==> src/rtl/pes_hdr_pkg.sv <==
// ----------------------------------------------------------------------------
// pes_hdr_pkg: shared types and constants of the PES header field parser
// record type, field codes and output queue sizing
// ----------------------------------------------------------------------------
package pes_hdr_pkg;

	localparam int InDataW   = 8;
	localparam int OutDataW  = 72;
	localparam int FifoDepth = 4;
	localparam int FifoAw    = $clog2(FifoDepth);
	localparam int FifoCw    = $clog2(FifoDepth + 1);

	// field codes of a record
	localparam logic [4:0] CodeStart    = 5'd0;
	localparam logic [4:0] CodeStreamId = 5'd1;
	localparam logic [4:0] CodeLength   = 5'd2;
	localparam logic [4:0] CodeFlag1    = 5'd3;
	localparam logic [4:0] CodeFlag2    = 5'd4;
	localparam logic [4:0] CodeHdrLen   = 5'd5;
	localparam logic [4:0] CodePts      = 5'd6;
	localparam logic [4:0] CodeDts      = 5'd7;
	localparam logic [4:0] CodeEscrBase = 5'd8;
	localparam logic [4:0] CodeEscrExt  = 5'd9;
	localparam logic [4:0] CodeEsRate   = 5'd10;
	localparam logic [4:0] CodeTrick    = 5'd11;
	localparam logic [4:0] CodeCopy     = 5'd12;
	localparam logic [4:0] CodeCrc      = 5'd13;
	localparam logic [4:0] CodeExtFlags = 5'd14;
	localparam logic [4:0] CodePrivHi   = 5'd15;
	localparam logic [4:0] CodePrivLo   = 5'd16;
	localparam logic [4:0] CodePackLen  = 5'd17;
	localparam logic [4:0] CodeSeqCnt   = 5'd18;
	localparam logic [4:0] CodeMpegId   = 5'd19;
	localparam logic [4:0] CodeStuffLen = 5'd20;
	localparam logic [4:0] CodePstd     = 5'd21;
	localparam logic [4:0] CodeExt2Len  = 5'd22;
	localparam logic [4:0] CodeBadStart = 5'd23;

	typedef struct packed {
		logic [4:0]  code;
		logic [63:0] value;
		logic        last;
	} rec_t;

	// up to two records per accepted byte, second only with first
	typedef struct packed {
		logic v0;
		logic v1;
		rec_t r0;
		rec_t r1;
	} push_t;

endpackage

==> src/rtl/pes_hdr_parse.sv <==
// ----------------------------------------------------------------------------
// pes_hdr_parse: byte-wise PES header parse state machine
// updates the parse state on each accepted byte and emits up to two records
// ----------------------------------------------------------------------------
module pes_hdr_parse (
	input  logic                  clk,
	input  logic                  arst_n,
	input  logic                  in_acc,
	input  logic [7:0]            in_byte,
	input  logic                  in_first,
	output pes_hdr_pkg::push_t    push
);

	typedef enum logic [4:0] {
		StIdle     = 5'd0,
		StStart    = 5'd1,
		StId       = 5'd2,
		StLen      = 5'd3,
		StFlag1    = 5'd4,
		StFlag2    = 5'd5,
		StHlen     = 5'd6,
		StPts      = 5'd7,
		StDts      = 5'd8,
		StEscr     = 5'd9,
		StRate     = 5'd10,
		StTrick    = 5'd11,
		StCopy     = 5'd12,
		StCrc      = 5'd13,
		StExt      = 5'd14,
		StPriv     = 5'd15,
		StPackLen  = 5'd16,
		StPackSkip = 5'd17,
		StSeq      = 5'd18,
		StPstd     = 5'd19,
		StExt2     = 5'd20,
		StDone     = 5'd21
	} step_t;

	step_t       step_q,  step_d;
	logic [3:0]  idx_q,   idx_d;
	logic [63:0] acc_q,   acc_d;
	logic [7:0]  sid_q,   sid_d;
	logic [7:0]  opt_q,   opt_d;
	logic [7:0]  ext_q,   ext_d;
	logic [7:0]  hbl_q,   hbl_d;

	logic [63:0] a;
	step_t       nx;
	logic [2:0]  mode;
	logic [4:0]  sub;

	function automatic logic has_opt(input logic [7:0] id);
		return !(id == 8'hBC || id == 8'hBE || id == 8'hBF || id == 8'hF0 ||
		         id == 8'hF1 || id == 8'hF2 || id == 8'hF8 || id == 8'hFF);
	endfunction

	// first present field after the given step, by the flag bytes
	function automatic step_t next_step(input step_t from, input logic [7:0] opt,
	                                    input logic [7:0] ext);
		logic [20:0] pres;
		step_t       res;
		pres = '0;
		res  = StDone;
		pres[StPts]     = opt[7];
		pres[StDts]     = opt[7] & opt[6];
		pres[StEscr]    = opt[5];
		pres[StRate]    = opt[4];
		pres[StTrick]   = opt[3];
		pres[StCopy]    = opt[2];
		pres[StCrc]     = opt[1];
		pres[StExt]     = opt[0];
		pres[StPriv]    = opt[0] & ext[7];
		pres[StPackLen] = opt[0] & ext[6];
		pres[StSeq]     = opt[0] & ext[5];
		pres[StPstd]    = opt[0] & ext[4];
		pres[StExt2]    = opt[0] & ext[0];
		for (int i = 20; i >= 7; i--) begin
			if (5'(i) > from && pres[i]) begin
				res = step_t'(5'(i));
			end
		end
		return res;
	endfunction

	function automatic pes_hdr_pkg::rec_t mk(input logic [4:0] c, input logic [63:0] v,
	                                         input logic l);
		pes_hdr_pkg::rec_t r;
		r.code  = c;
		r.value = v;
		r.last  = l;
		return r;
	endfunction

	assign a    = {acc_q[55:0], in_byte};
	assign mode = in_byte[7:5];

	always_comb begin
		step_d = step_q;
		idx_d  = idx_q;
		acc_d  = acc_q;
		sid_d  = sid_q;
		opt_d  = opt_q;
		ext_d  = ext_q;
		hbl_d  = hbl_q;
		nx     = StDone;
		sub    = '0;
		push   = '0;

		case (mode)
			3'd0, 3'd1, 3'd3, 3'd4: sub = in_byte[4:0];
			3'd2:                   sub = {in_byte[4:3], 3'b000};
			default:                sub = '0;
		endcase

		if (in_first) begin
			opt_d  = '0;
			ext_d  = '0;
			hbl_d  = '0;
			step_d = StStart;
			acc_d  = {56'd0, in_byte};
			idx_d  = 4'd1;
		end else begin
			if (step_q > StHlen && hbl_q != 8'd0) begin
				hbl_d = hbl_q - 8'd1;
			end
			case (step_q)
				StStart: begin
					if (idx_q < 4'd2) begin
						acc_d = a;
						idx_d = idx_q + 4'd1;
					end else begin
						idx_d   = '0;
						acc_d   = '0;
						push.v0 = 1'b1;
						if (a[23:0] == 24'd1) begin
							push.r0 = mk(pes_hdr_pkg::CodeStart, {40'd0, a[23:0]}, 1'b0);
							step_d  = StId;
						end else begin
							push.r0 = mk(pes_hdr_pkg::CodeBadStart, {40'd0, a[23:0]}, 1'b1);
							step_d  = StIdle;
						end
					end
				end
				StId: begin
					sid_d   = in_byte;
					push.v0 = 1'b1;
					push.r0 = mk(pes_hdr_pkg::CodeStreamId, {56'd0, in_byte}, !has_opt(in_byte));
					step_d  = StLen;
					idx_d   = '0;
					acc_d   = '0;
				end
				StLen: begin
					if (idx_q < 4'd1) begin
						acc_d = a;
						idx_d = 4'd1;
					end else begin
						push.v0 = 1'b1;
						push.r0 = mk(pes_hdr_pkg::CodeLength, {48'd0, a[15:0]}, !has_opt(sid_q));
						step_d  = has_opt(sid_q) ? StFlag1 : StDone;
						idx_d   = '0;
						acc_d   = '0;
					end
				end
				StFlag1: begin
					push.v0 = 1'b1;
					push.r0 = mk(pes_hdr_pkg::CodeFlag1, {58'd0, in_byte[5:0]}, 1'b0);
					step_d  = StFlag2;
					idx_d   = '0;
					acc_d   = '0;
				end
				StFlag2: begin
					opt_d   = in_byte;
					push.v0 = 1'b1;
					push.r0 = mk(pes_hdr_pkg::CodeFlag2, {56'd0, in_byte}, 1'b0);
					step_d  = StHlen;
					idx_d   = '0;
					acc_d   = '0;
				end
				StHlen: begin
					hbl_d   = in_byte;
					nx      = next_step(StHlen, opt_q, ext_q);
					push.v0 = 1'b1;
					push.r0 = mk(pes_hdr_pkg::CodeHdrLen, {56'd0, in_byte}, nx == StDone);
					step_d  = nx;
					idx_d   = '0;
					acc_d   = '0;
				end
				StPts, StDts: begin
					if (idx_q < 4'd4) begin
						acc_d = a;
						idx_d = idx_q + 4'd1;
					end else begin
						nx      = next_step(step_q, opt_q, ext_q);
						push.v0 = 1'b1;
						push.r0 = mk((step_q == StPts) ? pes_hdr_pkg::CodePts
						                               : pes_hdr_pkg::CodeDts,
						             {31'd0, a[35:33], a[31:17], a[15:1]}, nx == StDone);
						step_d  = nx;
						idx_d   = '0;
						acc_d   = '0;
					end
				end
				StEscr: begin
					if (idx_q < 4'd5) begin
						acc_d = a;
						idx_d = idx_q + 4'd1;
					end else begin
						nx      = next_step(StEscr, opt_q, ext_q);
						push.v0 = 1'b1;
						push.r0 = mk(pes_hdr_pkg::CodeEscrBase,
						             {31'd0, a[45:43], a[41:27], a[25:11]}, 1'b0);
						push.v1 = 1'b1;
						push.r1 = mk(pes_hdr_pkg::CodeEscrExt, {55'd0, a[9:1]}, nx == StDone);
						step_d  = nx;
						idx_d   = '0;
						acc_d   = '0;
					end
				end
				StRate: begin
					if (idx_q < 4'd2) begin
						acc_d = a;
						idx_d = idx_q + 4'd1;
					end else begin
						nx      = next_step(StRate, opt_q, ext_q);
						push.v0 = 1'b1;
						push.r0 = mk(pes_hdr_pkg::CodeEsRate, {42'd0, a[22:1]}, nx == StDone);
						step_d  = nx;
						idx_d   = '0;
						acc_d   = '0;
					end
				end
				StTrick: begin
					nx      = next_step(StTrick, opt_q, ext_q);
					push.v0 = 1'b1;
					push.r0 = mk(pes_hdr_pkg::CodeTrick, {56'd0, mode, sub}, nx == StDone);
					step_d  = nx;
					idx_d   = '0;
					acc_d   = '0;
				end
				StCopy: begin
					nx      = next_step(StCopy, opt_q, ext_q);
					push.v0 = 1'b1;
					push.r0 = mk(pes_hdr_pkg::CodeCopy, {57'd0, in_byte[6:0]}, nx == StDone);
					step_d  = nx;
					idx_d   = '0;
					acc_d   = '0;
				end
				StCrc: begin
					if (idx_q < 4'd1) begin
						acc_d = a;
						idx_d = 4'd1;
					end else begin
						nx      = next_step(StCrc, opt_q, ext_q);
						push.v0 = 1'b1;
						push.r0 = mk(pes_hdr_pkg::CodeCrc, {48'd0, a[15:0]}, nx == StDone);
						step_d  = nx;
						idx_d   = '0;
						acc_d   = '0;
					end
				end
				StExt: begin
					// the new extension flags already decide what follows
					ext_d   = in_byte;
					nx      = next_step(StExt, opt_q, in_byte);
					push.v0 = 1'b1;
					push.r0 = mk(pes_hdr_pkg::CodeExtFlags, {56'd0, in_byte}, nx == StDone);
					step_d  = nx;
					idx_d   = '0;
					acc_d   = '0;
				end
				StPriv: begin
					if (idx_q == 4'd7) begin
						push.v0 = 1'b1;
						push.r0 = mk(pes_hdr_pkg::CodePrivHi, a, 1'b0);
						acc_d   = '0;
						idx_d   = 4'd8;
					end else if (idx_q == 4'd15) begin
						nx      = next_step(StPriv, opt_q, ext_q);
						push.v0 = 1'b1;
						push.r0 = mk(pes_hdr_pkg::CodePrivLo, a, nx == StDone);
						step_d  = nx;
						idx_d   = '0;
						acc_d   = '0;
					end else begin
						acc_d = a;
						idx_d = idx_q + 4'd1;
					end
				end
				StPackLen: begin
					nx      = next_step(StPackSkip, opt_q, ext_q);
					push.v0 = 1'b1;
					push.r0 = mk(pes_hdr_pkg::CodePackLen, {56'd0, in_byte}, nx == StDone);
					idx_d   = '0;
					if (in_byte != 8'd0) begin
						step_d = StPackSkip;
						acc_d  = {56'd0, in_byte};
					end else begin
						step_d = nx;
						acc_d  = '0;
					end
				end
				StPackSkip: begin
					// pack header bytes are dropped, no records
					if (acc_q > 64'd1) begin
						acc_d = acc_q - 64'd1;
					end else begin
						step_d = next_step(StPackSkip, opt_q, ext_q);
						idx_d  = '0;
						acc_d  = '0;
					end
				end
				StSeq: begin
					if (idx_q < 4'd1) begin
						push.v0 = 1'b1;
						push.r0 = mk(pes_hdr_pkg::CodeSeqCnt, {57'd0, in_byte[6:0]}, 1'b0);
						idx_d   = 4'd1;
					end else begin
						nx      = next_step(StSeq, opt_q, ext_q);
						push.v0 = 1'b1;
						push.r0 = mk(pes_hdr_pkg::CodeMpegId, {63'd0, in_byte[6]}, 1'b0);
						push.v1 = 1'b1;
						push.r1 = mk(pes_hdr_pkg::CodeStuffLen, {58'd0, in_byte[5:0]},
						             nx == StDone);
						step_d  = nx;
						idx_d   = '0;
						acc_d   = '0;
					end
				end
				StPstd: begin
					if (idx_q < 4'd1) begin
						acc_d = a;
						idx_d = 4'd1;
					end else begin
						nx      = next_step(StPstd, opt_q, ext_q);
						push.v0 = 1'b1;
						push.r0 = mk(pes_hdr_pkg::CodePstd, {50'd0, a[13:0]}, nx == StDone);
						step_d  = nx;
						idx_d   = '0;
						acc_d   = '0;
					end
				end
				StExt2: begin
					nx      = next_step(StExt2, opt_q, ext_q);
					push.v0 = 1'b1;
					push.r0 = mk(pes_hdr_pkg::CodeExt2Len, {57'd0, in_byte[6:0]}, nx == StDone);
					step_d  = nx;
					idx_d   = '0;
					acc_d   = '0;
				end
				default: begin
				end
			endcase
		end

		if (!in_acc) begin
			push.v0 = 1'b0;
			push.v1 = 1'b0;
		end
	end

	always_ff @(posedge clk or negedge arst_n) begin
		if (!arst_n) begin
			step_q <= StIdle;
			idx_q  <= '0;
			acc_q  <= '0;
			sid_q  <= '0;
			opt_q  <= '0;
			ext_q  <= '0;
			hbl_q  <= '0;
		end else if (in_acc) begin
			step_q <= step_d;
			idx_q  <= idx_d;
			acc_q  <= acc_d;
			sid_q  <= sid_d;
			opt_q  <= opt_d;
			ext_q  <= ext_d;
			hbl_q  <= hbl_d;
		end
	end

endmodule

==> src/rtl/pes_hdr_fifo.sv <==
// ----------------------------------------------------------------------------
// pes_hdr_fifo: record queue between parser and output stream
// takes up to two records per cycle, hands out one per beat
// ----------------------------------------------------------------------------
module pes_hdr_fifo (
	input  logic                clk,
	input  logic                arst_n,
	input  pes_hdr_pkg::push_t  push,
	output logic                room,
	output logic                out_valid,
	input  logic                out_ready,
	output pes_hdr_pkg::rec_t   out_rec
);

	pes_hdr_pkg::rec_t mem [pes_hdr_pkg::FifoDepth];

	logic [pes_hdr_pkg::FifoAw-1:0] wp_q;
	logic [pes_hdr_pkg::FifoAw-1:0] rp_q;
	logic [pes_hdr_pkg::FifoCw-1:0] cnt_q;
	logic                           pop;
	logic [pes_hdr_pkg::FifoCw-1:0] n_push;

	assign out_valid = (cnt_q != '0);
	assign pop       = out_valid & out_ready;
	assign out_rec   = mem[rp_q];
	// room needs space for two records, since one accepted byte can raise two
	assign room      = (cnt_q <= pes_hdr_pkg::FifoCw'(pes_hdr_pkg::FifoDepth - 2));
	assign n_push    = pes_hdr_pkg::FifoCw'(push.v0) + pes_hdr_pkg::FifoCw'(push.v1);

	always_ff @(posedge clk) begin
		if (push.v0) begin
			mem[wp_q] <= push.r0;
		end
		if (push.v1) begin
			mem[wp_q + pes_hdr_pkg::FifoAw'(1)] <= push.r1;
		end
	end

	always_ff @(posedge clk or negedge arst_n) begin
		if (!arst_n) begin
			wp_q  <= '0;
			rp_q  <= '0;
			cnt_q <= '0;
		end else begin
			wp_q  <= wp_q + pes_hdr_pkg::FifoAw'(n_push);
			rp_q  <= rp_q + pes_hdr_pkg::FifoAw'(pop);
			cnt_q <= cnt_q + n_push - pes_hdr_pkg::FifoCw'(pop);
		end
	end

endmodule

==> src/rtl/pes_header_field_parser.sv <==
// output: each record is registered in the record queue before it leaves on m_tdata
// throughput: one byte per cycle while s_tready is high; a byte may raise two records, drained at one per beat
// the input stalls only while the four-entry record queue has fewer than two free slots
// reset: arst_n clears parse state and queue; the parser then waits for a first byte
// ----------------------------------------------------------------------------
// pes_header_field_parser: MPEG-2 PES header field parser
// decodes header fields from a byte stream into coded field records
// ----------------------------------------------------------------------------
module pes_header_field_parser (
	input  logic                             clk,
	input  logic                             arst_n,
	input  logic                             s_tvalid,
	output logic                             s_tready,
	input  logic [pes_hdr_pkg::InDataW-1:0]  s_tdata,   // [7:0] packet_byte
	input  logic [0:0]                       s_tuser,   // [0] first_byte
	output logic                             m_tvalid,
	input  logic                             m_tready,
	output logic [pes_hdr_pkg::OutDataW-1:0] m_tdata,   // [4:0] field_code, [68:5] field_value
	output logic                             m_tlast    // last record of the header
);

	logic               in_acc;
	pes_hdr_pkg::push_t push;
	pes_hdr_pkg::rec_t  out_rec;

	assign in_acc = s_tvalid & s_tready;

	pes_hdr_parse u_parse (
		.clk      (clk),
		.arst_n   (arst_n),
		.in_acc   (in_acc),
		.in_byte  (s_tdata),
		.in_first (s_tuser[0]),
		.push     (push)
	);

	pes_hdr_fifo u_fifo (
		.clk       (clk),
		.arst_n    (arst_n),
		.push      (push),
		.room      (s_tready),
		.out_valid (m_tvalid),
		.out_ready (m_tready),
		.out_rec   (out_rec)
	);

	assign m_tdata = {3'b000, out_rec.value, out_rec.code};
	assign m_tlast = out_rec.last;

`ifndef ASSERT_OFF
	// records come only from an accepted beat
	a_push_on_accept: assert property (@(posedge clk) disable iff (!arst_n)
		push.v0 |-> in_acc)
		else $error("record pushed without an accepted beat");

	// a second record never comes alone: it follows a first record that is not last, with the next code
	a_pair_order: assert property (@(posedge clk) disable iff (!arst_n)
		push.v1 |-> (push.v0 && push.r1.code == push.r0.code + 5'd1 && !push.r0.last))
		else $error("second record out of order");

	// a bad start code always ends the header
	a_bad_is_last: assert property (@(posedge clk) disable iff (!arst_n)
		(push.v0 && push.r0.code == pes_hdr_pkg::CodeBadStart) |-> push.r0.last)
		else $error("bad start code record not last");

	// a first byte never produces records
	a_first_silent: assert property (@(posedge clk) disable iff (!arst_n)
		(in_acc && s_tuser[0]) |-> !push.v0)
		else $error("record on first byte");
`endif

endmodule

==> config.mk <==
export PLATFORM = sky130hd
export DESIGN_NAME = pes_header_field_parser
export DESIGN_NICKNAME = d
export VERILOG_FILES = /design/src/rtl/pes_hdr_pkg.sv /design/src/rtl/pes_hdr_parse.sv /design/src/rtl/pes_hdr_fifo.sv /design/src/rtl/pes_header_field_parser.sv
export SDC_FILE = /design/constraint.sdc
export NUM_CORES = 1
export LEC_CHECK = 0
export BUFFER_PORTS_ARGS = -buffer_cell sky130_fd_sc_hd__buf_4
export CORE_ASPECT_RATIO = 1.25
export CORE_MARGIN = 2
export CORE_UTILIZATION = 50
export DETAILED_ROUTE_END_ITERATION = 6
export PLACE_DENSITY = 0.77
export RECOVER_POWER = 100
export SETUP_SLACK_MARGIN = 0.05
export SYNTH_ARGS = -nofsm -noshare
export SYNTH_HDL_FRONTEND = slang
export SYNTH_HIERARCHICAL = 1
export SYNTH_SLANG_ARGS = --single-unit
==> constraint.sdc <==
create_clock -name clk -period 9.77 [get_ports clk]
set_clock_uncertainty 0.15 [all_clocks]
set_input_delay 1.954 -clock clk [delete_from_list [all_inputs] [get_ports clk]]
set_output_delay 1.954 -clock clk [all_outputs]
set_load 0.005 [all_outputs]
==> flow_metrics.py, run 1 <==
metrics = {
    "die": {
        "die_h_um": 245,
        "start_util": 0.504,
        "fp.dieW_um": 196,
        "core_mm2": 0.0459,
        "die_area_mm2": 0.0480,
        "rows": 88,
        "io_pins": 88,
    },
    "sta": {
        "finalWorstSetupSlack_ps": 2360,
        "setup_viol": 0,
        "grt_setup_unrepaired": "false",
        "slew_violations": 260,
        "timing.final.crit_share": 0.759,
        "fmaxAchievable_ghz": 0.135,
        "hold_violations": 0,
        "fin_tns_setup_ps": 0,
        "worst_pin_slew_ps": 3050,
        "finalCriticalPeriod_ps": 7410,
        "worst_hold_slack_ps": 318,
        "slew_headroom": -1.03,
    },
    "outcome": {
        "violations": "design-rule violations, max-capacitance violations, max-slew violations",
        "run_status": "complete, but fails checks",
    },
    "route": {
        "post-route-drc-count": 10,
        "first_iter_violations": 1848,
        "wl_per_cell_um": 25.0,
        "dr.pass1.iters": 7,
        "vias_per_cell": 6.63,
        "vias": 17000,
        "postRouteAntennaNets": 0,
        "finalWirelength_mm": 64.2,
    },
    "worst_setup_path": {
        "crit_path_frequent_cell": "clkbuf_1",
        "critical_path_class": "reg2reg",
        "cp_slowest_cell": "clkbuf_1",
        "r2r_start": "u_parse/step_q[0]",
        "cp_data_arrival_time_ps": 7440,
        "critPathMaxFanout": 45,
        "critPathMaxStageDelay_ps": 1370,
        "r2r-end": "u_fifo/mem[2][33]",
        "crit_chain": "clkbuf_1, nor3b_1, nand2_1, nor2_2, clkbuf_1, nor2_1, nor2_1, nand3b_1, clkbuf_1, o21ai_4, buf_4",
        "cp.required_ps": 9800,
        "start_kind": "register",
        "endpoint_kind": "register",
        "rrSetupSlack_ps": 2360,
        "r2r_cells": 11,
    },
    "clock_network": {
        "cts_tree": "built",
        "cts_root_buf": "clkbuf_16",
        "clkSinkCount": 381,
        "path_clk_slew_ps": 60,
        "worstSkewPairLatency_ps": 570,
        "cts_resized": 0,
        "cts_buffers": 39,
        "post_cts_buffers": 0,
        "clk_path_buf_depth": 3,
        "cts_hold_buf": 0,
        "htree_num_levels": 2,
    },
    "synthesis": {
        "syn_avg_cell_area_um2": 11.7,
        "synth-seq-area-share": 0.473,
        "synth_edf_count": 280,
        "yosysWarnings": 6,
        "synthArstFlopShare": 0.265,
        "yosys.cell_types.count": 96,
        "netlist_instances": 1976,
        "ys_ff_latch": 381,
        "syn-cell-area_mm2": 0.0231,
        "synth_ff_type": "edfxtp_1",
    },
    "power": {
        "power_density_mw_per_mm2": 216,
        "power_mw": 5.37,
        "total_leakage_power_nw": 9.03,
        "ir_drop_mv": 0.133,
    },
    "grt": {
        "antenna_found_initial": 0,
        "grt_pass1_vias": 17400,
        "grt.overflow.total": 0,
        "grt_max_degree": 71,
        "track_usage": 0.267,
        "grt_pass1_wl_mm": 100,
    },
    "worst_hold_path": {
        "hp-start": "u_fifo/rp_q[1]",
        "min_to": "u_fifo/rp_q[1]",
        "hold_path_depth": 1,
        "holdCritPathClass": "reg2reg",
    },
    "finish": {
        "n_fill_cell": 3820,
        "drive_above_1_share": 0.272,
        "final_cell_mix": "mux2_2, edfxtp_1, nor2_1",
        "antenna_cells": 0,
        "area_growth_pct": 7.35,
        "nets": 1980,
        "final_common_cell": "mux2_2",
    },
    "placed_design": {
        "dp_worst_setup_slack_ps": 4320,
        "io_buffers": 84,
        "gp_congestion": 0.967,
        "post-dp-hpwl_mm": 40.4,
    },
    "flow_run": {
        "drv_cap": 7,
    },
}
-- cell type report --
| cell class | instances | area (um^2) | share of cell area |
|---|---|---|---|
| Multi-Input combinational cell | 1381 | 11000 | 0.443 |
| Tap cell | 585 | 732 | 0.0295 |
| Timing Repair Buffer | 117 | 807 | 0.0325 |
| Clock buffer | 48 | 1010 | 0.0406 |
| Clock inverter | 22 | 209 | 0.00841 |
| Inverter | 36 | 135 | 0.00544 |
| Sequential cell | 381 | 10900 | 0.440 |
-- cells in the mapped netlist, types with 15 or more instances --
library cell / instances / area [um^2]
a21oi_1: 85 / 425
a221o_1: 15 / 150
a222oi_1: 28 / 280
a22oi_1: 44 / 330
a31oi_1: 16 / 100
a32oi_1: 17 / 149
and2_1: 37 / 231
buf_2: 35 / 175
buf_4: 63 / 473
buf_6: 19 / 214
clkbuf_1: 110 / 413
dfrtp_1: 101 / 2530
edfxtp_1: 280 / 8410
inv_1: 36 / 135
mux2_2: 283 / 3190
mux4_2: 70 / 1580
nand2_1: 116 / 435
nand3_1: 39 / 195
nor2_1: 139 / 522
nor3_1: 42 / 210
nor4_1: 28 / 175
o21ai_0: 70 / 350
o22ai_1: 24 / 150
or3_1: 16 / 100
-- sequential cells by signal, indices dropped and copies added, names as in the netlist --
signal          count
u_parse/opt_q       8
u_fifo/mem        280
u_parse/idx_q       4
u_parse/ext_q       5
u_fifo/rp_q         2
u_parse/sid_q       8
u_parse/step_q      5
u_fifo/cnt_q        3
u_fifo/wp_q         2
u_parse/acc_q      64
-- per-layer routing --
metal,wire (um),GRT usage,up-vias
li1,-,-,7546
met1,24400,0.331,8435
met2,32300,0.465,878
met3,4710,0.0376,186
met4,2750,0.119,0
met5,0,0,-
-- metrics by stage --
stage,util,std cells,instance area (um^2)
final,0.541,2570,24800
after global routing,0.541,2570,24800
after CTS,0.544,2570,25000
after detailed placement,0.517,2500,23800
after global placement,0.517,2500,23800
after floorplan,-,2033,23400
-- logic make-up (layout without fill, tap and decap cells) --
logic type | count (synthesis) | after routing | share of synthesized area
buf+inv | 271 | 223 | 0.0623
mux | 362 | 362 | 0.210
other cells | 2 | 59 | 0.000325
fa+ha+maj | 12 | 12 | 0.00670
simple gates | 513 | 513 | 0.115
xor+xnor | 10 | 10 | 0.00378
compound gates | 425 | 425 | 0.130
flops | 381 | 381 | 0.473
-- power by group --
group / switching [mW] / internal, mW / leakage (nW) / total (mW)
logic: 1.06 / 0.767 / 4.71 / 1.83
registers: 0.254 / 1.83 / 3.73 / 2.08
clock network: 0.638 / 0.822 / 0.591 / 1.46
-- how the worst max path moves through the flow --
stage / from / end / slack [ps] / depth (start not counted)
final: u_parse/step_q[0] / u_fifo/mem[2][33] / 2360 / 11
after global routing: u_parse/step_q[0] / u_fifo/mem[2][31] / 2040 / 11
after CTS: u_parse/step_q[1] / u_fifo/mem[1][64] / 4360 / 10
after detailed placement: s_tvalid / u_parse/acc_q[50] / 4320 / 9
after global placement: s_tvalid / u_parse/acc_q[50] / 4430 / 9
after floorplan: s_tvalid / u_fifo/mem[0][0] / 1410 / 6
-- critical path, delay by kind of cell (launching register included) --
kind | cells | cell delay [ps]
buf+inv | 4 | 4100
simple gates | 6 | 2120
flops | 1 | 320
compound gates | 1 | 270
(Power assumes the default switching activity.)
==> run 2: changes to the inputs <==
--- a/config.mk
+++ b/config.mk
@@ -10,7 +10,7 @@
 export CORE_MARGIN = 2
 export CORE_UTILIZATION = 50
 export DETAILED_ROUTE_END_ITERATION = 6
-export PLACE_DENSITY = 0.77
+export PLACE_DENSITY = 0.79
 export RECOVER_POWER = 100
 export SETUP_SLACK_MARGIN = 0.05
 export SYNTH_ARGS = -nofsm -noshare
==> constraint.sdc (replaced) <==
create_clock -name clk -period 6.1 [get_ports clk]
set_clock_uncertainty 0.15 [all_clocks]
set_input_delay 1.22 -clock clk [delete_from_list [all_inputs] [get_ports clk]]
set_output_delay 1.22 -clock clk [all_outputs]
set_load 0.005 [all_outputs]
==> flow_metrics.py, run 2 (synthesis results as in run 1) <==
metrics = {
    "outcome": {
        "run_status": "complete, but fails checks",
        "violations": "design-rule violations, max-capacitance violations, max-slew violations",
    },
    "finish": {
        "final_util": 0.545,
        "regMostFlops": "u_fifo/mem",
        "largest_reg_flops": 280,
        "area_growth_pct": 8.20,
        "final_common_cell": "mux2_2",
        "post-route-cell-area_mm2": 0.0250,
        "nets": 1990,
        "drive_above_1_share": 0.278,
        "fin_cells": 2584,
        "final_cell_mix": "mux2_2, edfxtp_1, nor2_1",
        "largestRegisters": "u_fifo/mem (280), u_parse/acc_q (64)",
        "antenna_cells": 0,
    },
    "route": {
        "first_iter_violations": 1920,
        "vias": 17400,
        "vias_per_cell": 6.74,
        "postRouteAntennaNets": 0,
        "wl_per_cell_um": 25.4,
        "dr.pass1.iters": 7,
        "finalWirelength_mm": 65.7,
        "post-route-drc-count": 37,
    },
    "worst_setup_path": {
        "cp_slowest_cell": "clkbuf_1",
        "critPathMaxFanout": 21,
        "critical_path_class": "reg2reg",
        "cp_data_arrival_time_ps": 5730,
        "start_kind": "register",
        "critPathMaxStageDelay_ps": 880,
        "crit_path_frequent_cell": "ha_1",
        "cp.required_ps": 6440,
        "endpoint_kind": "register",
        "crit_chain": "clkbuf_1, a21oi_1, and2_0, buf_4, or2_2, nor4_1, nor2_1, ha_1, inv_1, ha_1, inv_1, ha_1, fa_1, xnor2_1, xnor2_1",
    },
    "sta": {
        "slew_headroom": -1.10,
        "hold_violations": 0,
        "setup_viol": 0,
        "finalCriticalPeriod_ps": 5390,
        "grt_setup_unrepaired": "false",
        "worst_pin_slew_ps": 3150,
        "fmaxAchievable_ghz": 0.185,
        "worst_hold_slack_ps": 354,
        "slew_violations": 228,
        "timing.final.crit_share": 0.884,
        "finalWorstSetupSlack_ps": 707,
    },
    "flow_run": {
        "drv_cap": 7,
    },
    "grt": {
        "grt_max_degree": 55,
        "antenna_found_initial": 0,
        "grt_pass1_vias": 17800,
        "track_usage": 0.273,
        "grt_pass1_wl_mm": 102,
        "grt.overflow.total": 0,
    },
    "power": {
        "ir_drop_mv": 0.231,
        "p_sw_frac": 0.364,
        "seq_power_share": 0.385,
        "p_int_mw": 5.57,
        "total_leakage_power_nw": 9.07,
        "clock_power_share": 0.283,
        "power_density_mw_per_mm2": 350,
        "comb_power_share": 0.331,
        "p_sw_mw": 3.19,
    },
    "clock_network": {
        "cts_tree": "built",
        "clk_path_buf_depth": 3,
        "worstSkewPairLatency_ps": 590,
        "cts_root_buf": "clkbuf_16",
        "clkSinkCount": 381,
        "path_clk_slew_ps": 60,
        "htree_num_levels": 2,
        "cts_resized": 0,
        "cts_hold_buf": 0,
        "post_cts_buffers": 0,
        "cts_buffers": 41,
    },
    "die": {
        "die_area_mm2": 0.0480,
        "die_h_um": 245,
        "rows": 88,
        "core_mm2": 0.0459,
        "fp.dieW_um": 196,
        "start_util": 0.504,
        "io_pins": 88,
    },
    "placed_design": {
        "io_buffers": 84,
        "placed_cell_area_mm2": 0.0239,
        "dp_cells": 2508,
        "dp_worst_setup_slack_ps": 1290,
        "gp_congestion": 1.00,
        "post-dp-hpwl_mm": 41.8,
    },
    "worst_hold_path": {
        "holdCritPathClass": "reg2reg",
    },
}
[run 2: worst max-delay path: cells and delay by family (launching register included)]
family	cells	cell delay, ps
and+or+nand+nor	4	1370
buffers and inverters	4	1170
adders and majority gates	4	1160
DFF	1	750
AOI/OAI and AO/OA	1	370
xor gates and xnor gates	2	320
[run 2: power groups by stage]
stage | sequential, mW | clock, mW | combinational (mW)
after floorplan | 3.07 | 0 | 2.18
after global placement | 3.41 | 0 | 2.89
after detailed placement | 3.42 | 0 | 2.92
after CTS | 3.37 | 2.52 | 2.93
after global routing | 3.41 | 2.61 | 3.11
final | 3.38 | 2.48 | 2.90
[run 2: final timing paths]
check,start,end,slack [ps],depth (start not counted)
setup / recovery,u_parse/step_q[4],u_fifo/cnt_q[2],710,15
hold / removal,u_parse/sid_q[4],u_parse/sid_q[4],350,1
setup reg to reg,u_parse/step_q[4],u_fifo/cnt_q[2],710,15
hold reg to reg,u_parse/sid_q[4],u_parse/sid_q[4],350,1
max in group asynchronous,arst_n,u_parse/acc_q[27],1660,2
min in group asynchronous,arst_n,u_parse/sid_q[0],1520,1
[run 2: metrics by stage]
stage	power [mW]	setup TNS, ps
floorplan	5.25	-23970
global placement	6.30	0
detailed placement	6.34	0
CTS	8.82	0
global route	9.13	0
finish	8.76	0
[run 2: area by class of cell]
cell class	instances	area, um^2
timing repair buffer	125	891
multi-input combinational	1381	11000
clock inverter	21	228
tap	585	732
inverter	36	135
clock buffer	55	1100
sequential	381	10900
fill	3757	20900
[run 2: routing by layer]
layer / track usage / part of all wire / vias to the layer above / wire [um]
met5: 0 / 0 / - / 0
met4: 0.139 / 0.049 / 0 / 3250
met3: 0.0483 / 0.084 / 234 / 5540
met2: 0.466 / 0.50 / 982 / 32700
met1: 0.332 / 0.37 / 8636 / 24200
li1: - / - / 7574 / -
